==> config.mk <==
export PLATFORM = sky130hd
export DESIGN_NAME = countdown_timer_pool_top_flat
export DESIGN_NICKNAME = d
export VERILOG_FILES = /design/src/hw/rtl/ctp_pkg.sv /design/src/hw/rtl/ctp_if.sv /design/src/hw/rtl/ctp_cell.sv /design/src/hw/rtl/countdown_timer_pool_top.sv /design/src/flat_wrapper.sv
export SDC_FILE = /design/constraint.sdc
export NUM_CORES = 1
export LEC_CHECK = 0
export ABC_CLOCK_PERIOD_IN_PS = 9800
export BUFFER_PORTS_ARGS = -buffer_cell sky130_fd_sc_hd__buf_2
export CAP_MARGIN = 15
export CORE_MARGIN = 2
export CORE_UTILIZATION = 55
export DETAILED_ROUTE_END_ITERATION = 16
export HOLD_SLACK_MARGIN = 0.05
export PLACE_DENSITY = 0.71
export SETUP_SLACK_MARGIN = 0.1
export SYNTH_ARGS = -nofsm -noshare
export SYNTH_HDL_FRONTEND = slang
export SYNTH_SLANG_ARGS = --single-unit
==> constraint.sdc <==
create_clock -name clk_i -period 9.8 [get_ports clk_i]
set_input_delay 0.98 -clock clk_i [delete_from_list [all_inputs] [get_ports clk_i]]
set_output_delay 0.98 -clock clk_i [all_outputs]
set_load 0.02 [all_outputs]
==> src/hw/rtl/ctp_pkg.sv <==
package ctp_pkg;

  localparam int unsigned MODE_W   = 3;
  localparam int unsigned HANDLE_W = 5;
  localparam int unsigned TICKS_W  = 32;
  localparam int unsigned STATUS_W = 2;

  // Highest handle that the handle field can carry.
  localparam int unsigned MAX_HANDLE = (1 << HANDLE_W) - 1;

  localparam int unsigned NUM_TIMERS_DEFAULT = 16;

  typedef enum logic [MODE_W-1:0] {
    MODE_TICK    = 3'd0,
    MODE_REQUEST = 3'd1,
    MODE_UPDATE  = 3'd2,
    MODE_CHECK   = 3'd3,
    MODE_CLEAR   = 3'd4
  } mode_e;

  typedef enum logic [STATUS_W-1:0] {
    ST_DONE     = 2'd0,
    ST_COUNTING = 2'd1,
    ST_TIMEOUT  = 2'd2,
    ST_FAIL     = 2'd3
  } status_e;

  // Operation broadcast to every cell.
  typedef struct packed {
    logic                accept;
    logic [MODE_W-1:0]   mode;
    logic [HANDLE_W-1:0] handle;
    logic [TICKS_W-1:0]  ticks;
  } cell_op_t;

  // What one cell reports back for the current operation.
  typedef struct packed {
    logic [HANDLE_W-1:0] grant_handle;
    logic                hit;
    logic                counting;
  } cell_rsp_t;

endpackage

==> src/hw/rtl/ctp_if.sv <==
interface ctp_in_if;
  logic                           valid;
  logic                           ready;
  logic [ctp_pkg::MODE_W-1:0]     mode;
  logic [ctp_pkg::HANDLE_W-1:0]   handle;
  logic [ctp_pkg::TICKS_W-1:0]    ticks;

  modport source (output valid, output mode, output handle, output ticks, input ready);
  modport sink   (input valid, input mode, input handle, input ticks, output ready);
endinterface

interface ctp_out_if;
  logic                           valid;
  logic                           ready;
  logic [ctp_pkg::HANDLE_W-1:0]   granted_handle;
  logic [ctp_pkg::STATUS_W-1:0]   status;

  modport source (output valid, output granted_handle, output status, input ready);
  modport sink   (input valid, input granted_handle, input status, output ready);
endinterface

==> src/hw/rtl/ctp_cell.sv <==
module ctp_cell #(
  parameter int unsigned CellIdx = 0
) (
  input  logic                clk_i,
  input  logic                rst_ni,
  input  ctp_pkg::cell_op_t   op_i,
  input  logic                search_i,
  output logic                search_o,
  output ctp_pkg::cell_rsp_t  rsp_o
);
  import ctp_pkg::*;

  localparam bit                  Addressable = (CellIdx < MAX_HANDLE);
  localparam logic [HANDLE_W-1:0] CellHandle  =
    Addressable ? HANDLE_W'(CellIdx + 1) : '0;

  logic               in_use_q, in_use_d;
  logic [TICKS_W-1:0] remaining_q, remaining_d;
  logic               grant;
  logic               hit;

  // Lowest free addressable cell takes a request; pass the search on otherwise.
  assign grant    = search_i && !in_use_q && Addressable;
  assign search_o = search_i && !grant;
  assign hit      = Addressable && in_use_q && (op_i.handle == CellHandle);

  assign rsp_o.grant_handle = grant ? CellHandle : '0;
  assign rsp_o.hit          = hit;
  assign rsp_o.counting     = (remaining_q != '0);

  always_comb begin
    in_use_d    = in_use_q;
    remaining_d = remaining_q;
    if (op_i.accept) begin
      unique case (op_i.mode)
        MODE_TICK: begin
          if (in_use_q && remaining_q != '0) remaining_d = remaining_q - 1'b1;
        end
        MODE_REQUEST: begin
          if (grant) begin
            in_use_d    = 1'b1;
            remaining_d = op_i.ticks;
          end
        end
        MODE_UPDATE: begin
          if (hit) remaining_d = op_i.ticks;
        end
        MODE_CLEAR: begin
          in_use_d = 1'b0;
        end
        default: begin
        end
      endcase
    end
  end

  always_ff @(posedge clk_i or negedge rst_ni) begin
    if (!rst_ni) begin
      in_use_q <= 1'b0;
    end else begin
      in_use_q <= in_use_d;
    end
  end

  // Count is only read while the cell is in use, so it needs no reset.
  always_ff @(posedge clk_i) begin
    remaining_q <= remaining_d;
  end

endmodule

==> src/hw/rtl/countdown_timer_pool_top.sv <==
// Countdown timer pool.
//
// Input channel in_i carries one operation per transaction: mode (tick,
// request, update, check, clear all), a handle and a tick count. Output
// channel out_o returns exactly one result per operation: granted_handle
// and status. Both channels use valid/ready; a transaction completes on a
// rising edge with valid and ready high.
//
// An accepted operation updates the timer cells at that edge and loads
// its result into the output register at the same edge. Throughput is
// one operation per cycle unless out_o stalls; the free-timer search is a
// ripple along the row of timer cells, which sets the cycle time.
//
// Reset frees every timer at once (in-use marks clear); no clearing pass.
// When the receiver stalls, the result holds in the output register and
// in_i.ready drops until out_o.ready frees the register.
module countdown_timer_pool_top #(
  parameter int unsigned NumTimers = ctp_pkg::NUM_TIMERS_DEFAULT
) (
  input  logic     clk_i,
  input  logic     rst_ni,
  ctp_in_if.sink   in_i,
  ctp_out_if.source out_o
);
  import ctp_pkg::*;

  cell_op_t            op;
  cell_rsp_t           rsp [NumTimers];
  logic [NumTimers:0]  search;

  logic                any_grant;
  logic [HANDLE_W-1:0] grant_handle;
  logic                hit;
  logic                counting;

  logic                out_valid_q, out_valid_d;
  logic [HANDLE_W-1:0] granted_q, granted_d;
  status_e             status_q, status_d;
  logic                accept;

  // Take a new transaction whenever the output register is empty or draining.
  assign in_i.ready = !out_valid_q || out_o.ready;
  assign accept     = in_i.valid && in_i.ready;

  assign op.accept = accept;
  assign op.mode   = in_i.mode;
  assign op.handle = in_i.handle;
  assign op.ticks  = in_i.ticks;

  // Seed the free-timer search at the first cell.
  assign search[0] = 1'b1;

  for (genvar g = 0; g < NumTimers; g++) begin : g_cell
    ctp_cell #(
      .CellIdx(g)
    ) u_cell (
      .clk_i    (clk_i),
      .rst_ni   (rst_ni),
      .op_i     (op),
      .search_i (search[g]),
      .search_o (search[g+1]),
      .rsp_o    (rsp[g])
    );
  end

  // At most one cell grants and at most one cell matches the handle.
  always_comb begin
    grant_handle = '0;
    hit          = 1'b0;
    counting     = 1'b0;
    for (int i = 0; i < NumTimers; i++) begin
      grant_handle = grant_handle | rsp[i].grant_handle;
      hit          = hit | rsp[i].hit;
      counting     = counting | (rsp[i].hit & rsp[i].counting);
    end
  end

  assign any_grant = (grant_handle != '0);

  // Build the result of the accepted operation.
  always_comb begin
    out_valid_d = out_valid_q;
    granted_d   = granted_q;
    status_d    = status_q;
    if (out_valid_q && out_o.ready) out_valid_d = 1'b0;
    if (accept) begin
      out_valid_d = 1'b1;
      granted_d   = '0;
      unique case (in_i.mode)
        MODE_TICK, MODE_CLEAR: status_d = ST_DONE;
        MODE_REQUEST: begin
          granted_d = grant_handle;
          status_d  = any_grant ? ST_DONE : ST_FAIL;
        end
        MODE_UPDATE: status_d = hit ? ST_DONE : ST_FAIL;
        MODE_CHECK: begin
          if (!hit)          status_d = ST_FAIL;
          else if (counting) status_d = ST_COUNTING;
          else               status_d = ST_TIMEOUT;
        end
        default: status_d = ST_FAIL;
      endcase
    end
  end

  always_ff @(posedge clk_i or negedge rst_ni) begin
    if (!rst_ni) begin
      out_valid_q <= 1'b0;
    end else begin
      out_valid_q <= out_valid_d;
    end
  end

  always_ff @(posedge clk_i) begin
    granted_q <= granted_d;
    status_q  <= status_d;
  end

  assign out_o.valid          = out_valid_q;
  assign out_o.granted_handle = granted_q;
  assign out_o.status         = status_q;

endmodule

==> src/flat_wrapper.sv <==
// flat-port wrapper written by rule: the top's interface ports become plain ports
module countdown_timer_pool_top_flat import ctp_pkg::*;
#(
  parameter int unsigned NumTimers = ctp_pkg::NUM_TIMERS_DEFAULT
)
  (clk_i, rst_ni, in_i_valid, in_i_mode, in_i_handle, in_i_ticks, in_i_ready, out_o_valid, out_o_granted_handle, out_o_status, out_o_ready);
  ctp_in_if in_i_i ();
  ctp_out_if out_o_i ();
  input  logic clk_i;
  input  logic rst_ni;
  input wire logic [$bits(in_i_i.valid)-1:0] in_i_valid;
  input wire logic [$bits(in_i_i.mode)-1:0] in_i_mode;
  input wire logic [$bits(in_i_i.handle)-1:0] in_i_handle;
  input wire logic [$bits(in_i_i.ticks)-1:0] in_i_ticks;
  output wire logic [$bits(in_i_i.ready)-1:0] in_i_ready;
  output wire logic [$bits(out_o_i.valid)-1:0] out_o_valid;
  output wire logic [$bits(out_o_i.granted_handle)-1:0] out_o_granted_handle;
  output wire logic [$bits(out_o_i.status)-1:0] out_o_status;
  input wire logic [$bits(out_o_i.ready)-1:0] out_o_ready;
  assign in_i_i.valid = in_i_valid;
  assign in_i_i.mode = in_i_mode;
  assign in_i_i.handle = in_i_handle;
  assign in_i_i.ticks = in_i_ticks;
  assign in_i_ready = in_i_i.ready;
  assign out_o_valid = out_o_i.valid;
  assign out_o_granted_handle = out_o_i.granted_handle;
  assign out_o_status = out_o_i.status;
  assign out_o_i.ready = out_o_ready;
  countdown_timer_pool_top #(.NumTimers(NumTimers)) u_core (.clk_i(clk_i), .rst_ni(rst_ni), .in_i(in_i_i), .out_o(out_o_i));
endmodule
# --- Word-level counts from Yosys, hierarchy flattened ---
# Index checks and enable logic that the tools add are counted.
# W data, S select, Z words.
word_totals:
  word_cells: 446
  output_inout_bits: 9
  register_bits: 536
  input_bits: 44
op_classes:
  muxes: 118
  eq_ne: 68
  n_reduce_logical: 148
  bitwise: 61
  add_sub_neg: 16
op_table:
  columns: ["op", "count"]
  rows:
  - ["$mux W32", 48]
  - ["$pmux W32 S3", 16]
  - ["$reduce_bool A32 Y1", 16]
  - ["$sub A32 B1 Y32 const B", 16]
  - ["$ne A2 B2 Y1 const B", 48]
  - ["$reduce_and A5 Y1", 16]
  - ["$logic_and A1 B1 Y1", 63]
  - ["$reduce_and A3 Y1", 15]
  - ["$eq A5 B4 Y1 const B", 8]
  - ["$or A5 B4 Y5", 8]
  - ["$mux W4", 8]
  - ["$pmux W1 S2", 16]
  - ["$logic_not A1 Y1", 30]
  - ["$or A1 B1 Y1", 30]
  - ["$eq A5 B3 Y1 const B", 4]
  - ["$or A5 B3 Y5", 4]
  - ["$mux W1", 18]
  - ["$and A1 B1 Y1", 16]
  - ["$mux W2", 6]
  - ["$mux W3", 4]
  - ["$eq A5 B2 Y1 const B", 2]
  - ["$pmux W2 S4", 1]
  - ["$eq A3 B2 Y1 const B", 2]
  - ["$eq A5 B1 Y1 const B", 1]
  - ["other kinds (14)", 15]

# --- Logic depth before layout (Yosys ltp) ---
# Gate-level depths: netlist of the first run.
logic_depth:
  ltp_word: 49
  mapped_depth: 10
  depth_no_buf: 9

# --- Hierarchy ---
# Synthesis of the first run repeated with hierarchy kept, for this count alone.
hier_totals:
  hier_cells: 3803
  hier_area_um2: 35635.4
modules_own_cells:
  columns: ["mod", "seq_area_each_um2", "cells_per_inst", "instances", "area_each_um2"]
  rows:
  - ["ctp_cell (u_core.g_cell[4].u_cell ...)", 985.9, 234, 4, 2194.6]
  - ["ctp_cell (u_core.g_cell[1].u_cell ...)", 985.9, 234, 3, 2193.4]
  - ["ctp_cell (u_core.g_cell[12].u_cell ...)", 985.9, 236, 3, 2180.8]
  - ["ctp_cell (u_core.g_cell[0].u_cell ...)", 985.9, 232, 2, 2185.8]
  - ["ctp_cell (u_core.g_cell[2].u_cell)", 985.9, 234, 1, 2192.1]
  - ["ctp_cell (u_core.g_cell[11].u_cell)", 985.9, 232, 1, 2187.1]
  - ["ctp_cell (u_core.g_cell[10].u_cell)", 985.9, 236, 1, 2183.3]
  - ["ctp_cell (u_core.g_cell[9].u_cell)", 985.9, 222, 1, 2167.1]
  - ["countdown_timer_pool_top", 235.2, 69, 1, 633.1]

# --- Worst setup path after synthesis of the first run ---
# OpenSTA, ideal clock, no wires.
synth_path:
  kind: "input port to flip-flop"
  startpoint: "in out_o_ready"
  endpoint: "reg u_core.g_cell[15].u_cell.remaining_q[0], enable pin"
  setup_time_ns: 0.594
  stages: 5
  setup_slack_ns: 2.015
  arrival_ns: 7.191
  n_path_buf: 1
  path_cell_list: "nand2b_1 -> and2_0 -> o21ai_1 -> clkbuf_1 -> a2111oi_0"
synth_via:
  elab_chain_cells: 3
synth_lines:
  columns: ["item", "line_no", "text"]
  rows:
  - ["start, declared", "flat_wrapper.sv:19", "input wire logic [$bits(out_o_i.ready)-1:0] out_o_ready;"]
  - ["$logic_or A1 B1 Y1", "countdown_timer_pool_top.sv:42", "assign in_i.ready = !out_valid_q || out_o.ready;"]
  - ["$logic_and A1 B1 Y1", "countdown_timer_pool_top.sv:43", "assign accept = in_i.valid && in_i.ready;"]
  - ["net u_core.accept", "countdown_timer_pool_top.sv:39", "logic accept;"]
  - ["$reduce_and A5 Y1 (no source line)", null, null]
  - ["end signal, assigned", "ctp_cell.sv:67", "remaining_q <= remaining_d;"]
  - ["end, declared", "ctp_cell.sv:18", "logic [TICKS_W-1:0] remaining_q, remaining_d;"]
# The timed path passes the listed nets, and every way through them passes these cells.
# A chain may end at the register's enable or synchronous reset.

# --- Worst setup path after layout of the first run ---
layout_path:
  startpoint: "reg u_core.g_cell[8].u_cell.remaining_q[26]"
  endpoint: "reg u_core.status_q[0] (netlist: u_core.out_o.status[0]) (data pin)"
layout_via:
  elab_chain_cells: 13
layout_lines:
  columns: ["item", "line_no", "text"]
  rows:
  - ["start, declared", "ctp_cell.sv:18", null]
  - ["start signal, assigned", "ctp_cell.sv:67", null]
  - ["$reduce_bool A32 Y1", "ctp_cell.sv:29", "assign rsp_o.counting = (remaining_q != '0);"]
  - ["$and A1 B1 Y1", "countdown_timer_pool_top.sv:74", "counting = counting | (rsp[i].hit & rsp[i].counting);"]
  - ["$or A1 B1 Y1 (8 in series)", "countdown_timer_pool_top.sv:74", null]
  - ["$mux W2", "countdown_timer_pool_top.sv:98", "else if (counting) status_d = ST_COUNTING;"]
  - ["$mux W2", "countdown_timer_pool_top.sv:97", "if (!hit) status_d = ST_FAIL;"]
  - ["$pmux W2 S4", "countdown_timer_pool_top.sv:89", "unique case (in_i.mode)"]
  - ["end signal, assigned", "countdown_timer_pool_top.sv:116", "status_q <= status_d;"]
  - ["end, declared", "countdown_timer_pool_top.sv:38", "status_e status_q, status_d;"]
# No other way between the ends.

==> results of run 1 <==
power by group through the flow:
stage	sequential [mW]	clock (mW)	combinational (mW)
CTS	2.69	2.10	0.394
finish	2.69	2.08	0.398
floorplan	2.72	0	0.251
global placement	2.73	0	0.375
global route	2.70	2.18	0.431
detailed placement	2.74	0	0.392
cell usage in the layout, fill, tap and decap left out, types with 22 or more instances in the layout:
| cell type | instances |
|---|---|
| a21oi_1 | 469 |
| nand2b_1 | 26 |
| or2_2 | 23 |
| nor4_1 | 110 |
| buf_2 | 52 |
| a31oi_1 | 47 |
| or3_1 | 65 |
| nor3_1 | 139 |
| inv_1 | 40 |
| o21ai_0 | 45 |
| xnor2_1 | 293 |
| nor2_1 | 209 |
| nand2_1 | 144 |
| nand4_1 | 25 |
| buf_4 | 50 |
| nand3_1 | 41 |
| o31ai_1 | 22 |
| nor2_2 | 27 |
| xor2_1 | 140 |
| or4_1 | 58 |
| ha_1 | 26 |
| clkbuf_16 | 56 |
| edfxtp_1 | 519 |
how the worst min path moves through the flow:
stage,endpoint,cells after the start,start,slack (ns)
after floorplan,u_core.g_cell[14].u_cell.in_use_q,2,u_core.g_cell[14].u_cell.in_use_q,0.51
after global placement,u_core.out_o.valid,2,u_core.out_o.valid,0.52
after detailed placement,u_core.out_o.valid,2,u_core.out_o.valid,0.54
after CTS,u_core.g_cell[9].u_cell.in_use_q,1,rst_ni,0.30
after global routing,u_core.g_cell[5].u_cell.in_use_q,1,rst_ni,0.34
final,u_core.g_cell[5].u_cell.in_use_q,1,rst_ni,0.31
layer usage:
| layer | up-vias | global-route usage [%] |
|---|---|---|
| met3 | 205 | 6.79 |
| li1 | 10454 | - |
| met1 | 11201 | 41.0 |
| met4 | 6 | 11.6 |
| met2 | 1058 | 44.4 |
| met5 | - | 0 |
critical path, cell delays in order, from the launching register on:
cell	delay, ns
edfxtp_1	0.42
or4_1	0.58
or4_1	0.48
nor4_1	0.88
o21ai_0	0.21
nor4_1	0.44
a41o_1	0.24
nand2_1	0.06
state kept, by name, summed over array words and instances (netlist names):
name                              flops
u_core.out_o.valid                    1
u_core.g_cell.u_cell.in_use_q        16
u_core.out_o.granted_handle           5
u_core.g_cell.u_cell.remaining_q    512
u_core.out_o.status                   2
cell families (layout without fill, tap and decap cells):
group | count (synthesis) | in the layout | synth area share, %
flops | 536 | 536 | 54.4
other cells | 0 | 4 | 0
mux | 2 | 2 | 0.0723
simple gates | 976 | 976 | 17.5
xor+xnor | 433 | 433 | 12.9
fa+ha+maj | 26 | 26 | 1.11
compound gates | 638 | 638 | 11.8
buf+inv | 168 | 246 | 2.15
area by class of cell:
class | instances | area, sq um | share of cell area, %
antenna | 4 | 10.0 | 0.0308
clock buffer | 76 | 1540 | 4.73
clock inverter | 26 | 205 | 0.631
inverter | 40 | 150 | 0.462
multi-input combinational | 2075 | 13100 | 40.2
sequential | 536 | 16000 | 49.2
tap | 688 | 861 | 2.65
timing repair buffer | 104 | 676 | 2.08
metrics by stage:
stage               util [%]  std cells  area (sq um)
finish                  61.6       3549         32500
global placement        58.3       3443         30800
floorplan                  -       2779         29400
CTS                     61.6       3545         32500
detailed placement      58.3       3443         30800
global route            61.6       3545         32500
==> summary.md, run 1 <==
| Metric | Value |
|---|---|
| PnR worst setup slack | `around 6.2 ns` |
| Final count of negative-setup-slack endpoints | `0` |
| Minimum clock period | `3.58 ns` |
| Synth Flop Type | `edfxtp_1` |
| CP Class | `reg -> reg` |
| Reg2reg start | `u_core.g_cell[8].u_cell.remaining_q[26]` |
| WL met2 | `~37000 microns` |
| Worst-margin pin slew | `1.15 ns` |
| Clk pwr share | `between 40% and 50%` |
| Share of layout cells above drive strength 1 | `9.52%` |
| Mapped Area | `a little under 30000 sq um` |
| Die height | `around 240 microns` |
| Grt total ovfl | `0` |
| Post-route setup TNS | `0 ns` |
| CP Capture Type | `flip-flop` |
| Switching pwr | `1.25 mW` |
| Combinational share of power | `7.7%` |
| Sw frac | `between 20% and 30%` |
| Post-CTS Hold Fix Bufs | `0` |
| First-pass GRT wire length | `roughly 130000 microns` |
| RSZ-0062 raised after global routing | `false` |
| Worst R2R Setup Slack | `between 6 and 7 ns` |
| Area of the die | `around 55000 sq um` |
| DR vias | `around 23000` |
| Routability congestion estimate | `about 0.95` |
| EDFF count, synth | `approximately 520` |
| WP data arrival | `slightly below 4 ns` |
| Synth top cells by count | `edfxtp_1, a21oi_1, xnor2_1` |
| H-tree levels | `2` |
| Vias in the first global route | `approximately 22000` |
| DR vias/cell | `about 6.5` |
| Flop pwr share | `a little over half` |
| Fin crit share | `36.5%` |
| Antenna viol nets, final | `0` |
| Latest clock arrival within the worst-skew pair | `between 0.6 and 0.7 ns` |
| Total CTS buffers | `55` |
| Hold Slack | `between 0.3 and 0.4 ns` |
| Routed wl met3 | `8780 microns` |
| Synth area leader | `edfxtp_1` |
| Placeable core area | `between 50000 and 60000 sq um` |
| Cell variety after synth | `70` |
| Avg Cell Area, Syn | `10.6 sq um` |
| Final Max Slew Viols | `0` |
| CP startpoint | `u_core.g_cell[8].u_cell.remaining_q[26]` |
| CTS tree | `yes` |
| Syn Nets | `approximately 2800` |
| First DRT Iteration DRCs | `~3000` |
| Die width | `235 microns` |
| Slew headroom | `23.1%` |
| Drt first pass iters | `6` |
| Mean routed wirelength per cell | `23.2 microns` |
| Total GRT Usage | `between 20% and 30%` |
| Status | `finished, final reports clean` |
| Row count | `between 80 and 90` |
| FF-to-FF End | `u_core.out_o.status[0]` |
| Max rail drop VDD | `roughly 0.13 mV` |
| Port bufs | `between 50 and 60` |
| CP required | `10.15 ns` |
| Max clock buf depth | `3` |
| Most frequent cell after synthesis | `edfxtp_1` |
| Area delta synth->final | `10.5%` |
| Clock root cell | `clkbuf_16` |
| Fmax | `approximately 280 MHz` |
| Setup slack after placement | `around 6.0 ns` |
| Area share of the largest cell type after synthesis | `a little over half` |
| Area contributors post-synth | `edfxtp_1, xnor2_1, a21oi_1` |
| Drt drc | `0` |
| Critical Path Fanout Max | `3` |
| Power Dens Cells | `approximately 160 nW/um^2` |
| Leakage Power | `roughly 9.5 nW` |
| Setup crit end | `u_core.out_o.status[0]` |
| # resized after CTS | `0` |
| Reg2Reg Depth | `7` |
| Post-synthesis register bit count | `536` |
| Pwr Total | `~5.2 mW` |
| Metal1 wirelength | `33800 microns` |
| Post-synthesis sequential area ratio | `54.4%` |
| Antenna violations before repair | `5` |
| Async SR Flop Fraction | `under 10%` |
| Initial Utilization | `between 50% and 60%` |
| Post-CTS setup buffers | `0` |
| Worst Hold Class | `in -> async` |
| Total Wirelength | `82400 microns` |
| Synth Warn # | `0` |
| Clock transition at path regs | `0.06 ns` |
| Nets | `approximately 2900` |
| Fin. Hold Viols | `0` |
| Dpl hpwl | `approximately 50000 microns` |
| Int Pwr | `~4 mW` |
| Top Metal Used | `met5` |
| Max Cap Viol | `0` |
| Filler cell count | `a little over 4000` |
| I/O pins | `53` |
| Startpoint types | `flip-flop` |
| Largest net degree at the start of global routing | `approximately 240` |
| Cell count after synthesis | `between 2000 and 3000` |
| Clk sink count | `between 500 and 600` |
| Clock skew | `0.0265 ns` |
Note: power is estimated with default switching activity, not from simulation.
==> run 2: changes to the inputs <==
--- a/config.mk
+++ b/config.mk
@@ -5,14 +5,14 @@
 export SDC_FILE = /design/constraint.sdc
 export NUM_CORES = 1
 export LEC_CHECK = 0
-export ABC_CLOCK_PERIOD_IN_PS = 9800
+export ABC_CLOCK_PERIOD_IN_PS = 3200
 export BUFFER_PORTS_ARGS = -buffer_cell sky130_fd_sc_hd__buf_2
 export CAP_MARGIN = 15
 export CORE_MARGIN = 2
 export CORE_UTILIZATION = 55
 export DETAILED_ROUTE_END_ITERATION = 16
 export HOLD_SLACK_MARGIN = 0.05
-export PLACE_DENSITY = 0.71
+export PLACE_DENSITY = 0.74
 export SETUP_SLACK_MARGIN = 0.1
 export SYNTH_ARGS = -nofsm -noshare
 export SYNTH_HDL_FRONTEND = slang
==> constraint.sdc (replaced) <==
create_clock -name clk_i -period 3.2 [get_ports clk_i]
set_input_delay 0.32 -clock clk_i [delete_from_list [all_inputs] [get_ports clk_i]]
set_output_delay 0.32 -clock clk_i [all_outputs]
set_load 0.02 [all_outputs]
==> run 2 against run 1 <==
Sequential share of layout area down 1.5 points. Combinational power rose to 3.4 times the previous value. Hold slack worse by 0.17 ns. Clock skew down 0.0028 ns. Non-clock buffer count up 64. Power rose to 3.1 times the previous value. Critical path depth unchanged. Cell area up 3.1%. Flip-flop and latch count unchanged. Via count up 2.9%. Largest power group unchanged.
==> summary.md, run 2 (synthesis results as in run 1) <==
| Metric | Value |
|---|---|
| First DRT Iteration DRCs | `2760 (was 3031)` |
| Max rail drop VDD | `0.422 mV (was 0.135 mV)` |
| Most frequent cells in the layout | `edfxtp_1, a21oi_1, xnor2_1 (unchanged)` |
| Final count of negative-setup-slack endpoints | `0 (unchanged)` |
| Sw frac | `24.3% (was 24.1%)` |
| Max reg flops | `512 (unchanged)` |
| Hold Slack | `0.146 ns (was 0.312 ns)` |
| Top reg by flops | `u_core.g_cell.u_cell.remaining_q (unchanged)` |
| Total Wirelength | `84500 microns (was 82400 microns)` |
| Routability congestion estimate | `0.941 (was 0.949)` |
| Die width | `235 microns (unchanged)` |
| Leakage Power | `10.0 nW (was 9.53 nW)` |
| Placeable core area | `52800 sq um (unchanged)` |
| PnR worst setup slack | `0.141 ns (was 6.22 ns)` |
| Latest clock arrival within the worst-skew pair | `0.63 ns (about the same)` |
| DR vias | `23593 (was 22924)` |
| Clk pwr share | `40.8% (was 40.2%)` |
| Share of layout cells above drive strength 1 | `12.6% (was 9.52%)` |
| Nets | `2949 (was 2882)` |
| Grt total ovfl | `0 (unchanged)` |
| Fin util | `63.5% (was 61.6%)` |
| Total GRT Usage | `29.9% (was 29.3%)` |
| DP Area | `31500 sq um (was 30800 sq um)` |
| Fin. Hold Viols | `0 (unchanged)` |
| Flop pwr share | `50.9% (was 52.1%)` |
| Clk sink count | `536 (unchanged)` |
| Largest net degree at the start of global routing | `134 (was 242)` |
| Max Cap Viol | `0 (unchanged)` |
| RSZ-0062 raised after global routing | `true (was false)` |
| CTS tree | `yes (unchanged)` |
| First-pass GRT wire length | `129000 microns (was 127000 microns)` |
| Post-route setup TNS | `0 ns (unchanged)` |
| Switching pwr | `3.92 mW (was 1.25 mW)` |
| Drt drc | `0 (unchanged)` |
| Status | `finished, final reports clean (unchanged)` |
| Fmax | `327 MHz (was 279 MHz)` |
| Area delta synth->final | `13.9% (was 10.5%)` |
| Power Dens Cells | `482 nW/um^2 (was 159 nW/um^2)` |
| Initial Utilization | `55.8% (unchanged)` |
| Dpl hpwl | `51400 microns (was 49300 microns)` |
| Mean routed wirelength per cell | `23.3 microns (was 23.2 microns)` |
| Minimum clock period | `3.06 ns (was 3.58 ns)` |
| I/O pins | `53 (unchanged)` |
| H-tree levels | `2 (unchanged)` |
| DR vias/cell | `6.51 (was 6.46)` |
| Most common cell after layout, fill and taps aside | `edfxtp_1 (unchanged)` |
| CP Class | `reg -> reg (unchanged)` |
| Startpoint types | `flip-flop (unchanged)` |
| Worst Hold Class | `in -> reg (was in -> async)` |
| Post-Layout Inst Area | `33500 sq um (was 32500 sq um)` |
| Die height | `235 microns (unchanged)` |
| Max clock buf depth | `3 (unchanged)` |
| Clock transition at path regs | `0.06 ns (about the same)` |
| Pwr Total | `16.1 mW (was 5.16 mW)` |
| Clock skew | `0.0237 ns (was 0.0265 ns)` |
| Antenna viol nets, final | `0 (unchanged)` |
| Non-Filler Instances | `3623 (was 3549)` |
| Clock root cell | `clkbuf_16 (unchanged)` |
| Total CTS buffers | `58 (was 55)` |
| WP data arrival | `3.40 ns (was 3.93 ns)` |
| Vias in the first global route | `22392 (was 22117)` |
| CP Capture Type | `flip-flop (unchanged)` |
| Row count | `84 (unchanged)` |
| Port bufs | `52 (unchanged)` |
| Critical Path Fanout Max | `5 (was 3)` |
| Antenna violations before repair | `7 (was 5)` |
| Int Pwr | `12.2 mW (was 3.92 mW)` |
| Combinational share of power | `8.3% (was 7.7%)` |
| Placed Cells | `3502 (was 3443)` |
| CP required | `3.54 ns (was 10.15 ns)` |
| Setup slack after placement | `0.113 ns (was 6.00 ns)` |
| Fin crit share | `95.6% (was 36.5%)` |
| Worst-margin pin slew | `1.16 ns (was 1.15 ns)` |
| Area of the die | `55400 sq um (unchanged)` |
| Slew headroom | `22.6% (was 23.1%)` |
| Final Max Slew Viols | `0 (unchanged)` |
| Drt first pass iters | `6 (unchanged)` |
-- run 2: cell count changes in the layout (fill, tap and decap cells not counted), sizes merged, moves of 2 or more --
cell / before / now
buf: 104 / 165
clkinv: 22 / 35
clkbuf: 76 / 66
diode: 4 / 7
dlygate4sd3: 0 / 3
bufinv: 3 / 5
-- run 2: power groups by stage --
stage / combinational [mW] / sequential [mW] / clock (mW)
after CTS: 1.32 / 8.21 / 6.65
after floorplan: 0.806 / 8.32 / 0
after global placement: 1.26 / 8.34 / 0
after detailed placement: 1.31 / 8.35 / 0
final: 1.34 / 8.22 / 6.58
after global routing: 1.44 / 8.24 / 6.90
-- run 2: final cells by class --
| class | count | area [sq um] |
|---|---|---|
| antenna | 7 | 17.5 |
| clock buffer | 66 | 1500 |
| clock inverter | 43 | 329 |
| fill | 4037 | 19200 |
| inverter | 40 | 150 |
| multi-input combinational | 2075 | 13300 |
| sequential | 536 | 16000 |
| tap | 688 | 861 |
| timing repair buffer | 168 | 1340 |
-- run 2: path summary, 6_finish.rpt --
kind / cells after the start / from / slack (ns) / end
setup / recovery: 7 / u_core.g_cell[9].u_cell.remaining_q[12] / 0.14 / u_core.g_cell[9].u_cell.remaining_q[30]
hold / removal: 3 / in_i_ticks[20] / 0.15 / u_core.g_cell[12].u_cell.remaining_q[20]
setup reg to reg: 7 / u_core.g_cell[9].u_cell.remaining_q[12] / 0.14 / u_core.g_cell[9].u_cell.remaining_q[30]
hold reg to reg: 2 / u_core.g_cell[6].u_cell.in_use_q / 0.62 / u_core.g_cell[6].u_cell.in_use_q
max in group asynchronous: 2 / rst_ni / 2.66 / u_core.g_cell[10].u_cell.in_use_q
min in group asynchronous: 2 / rst_ni / 0.19 / u_core.out_o.valid
-- run 2: what timing repair did --
action | in CTS | in global routing
endpoints found under the setup margin | 1 | 62
pin swaps | 0 | 3
hold buffers | 3 | 0
resized for setup | 1 | 16
setup buffers | 0 | 2
hold endpoints to repair | 18 | 0
-- run 2: routing by layer --
metal / track usage, % / routed length (microns)
met4: 11.3 / 3170
met3: 5.55 / 9580
met1: 42.3 / 34000
met2: 46.2 / 37800
met5: 0 / 0
-- run 2: worst max-delay path: stages, from the launching register on --
cell	delay (ns)
edfxtp_1	0.40
or4_4	0.57
or4_4	0.45
or4_4	0.56
or3b_4	0.44
nor3_4	0.13
xnor2_1	0.16
a21oi_2	0.07
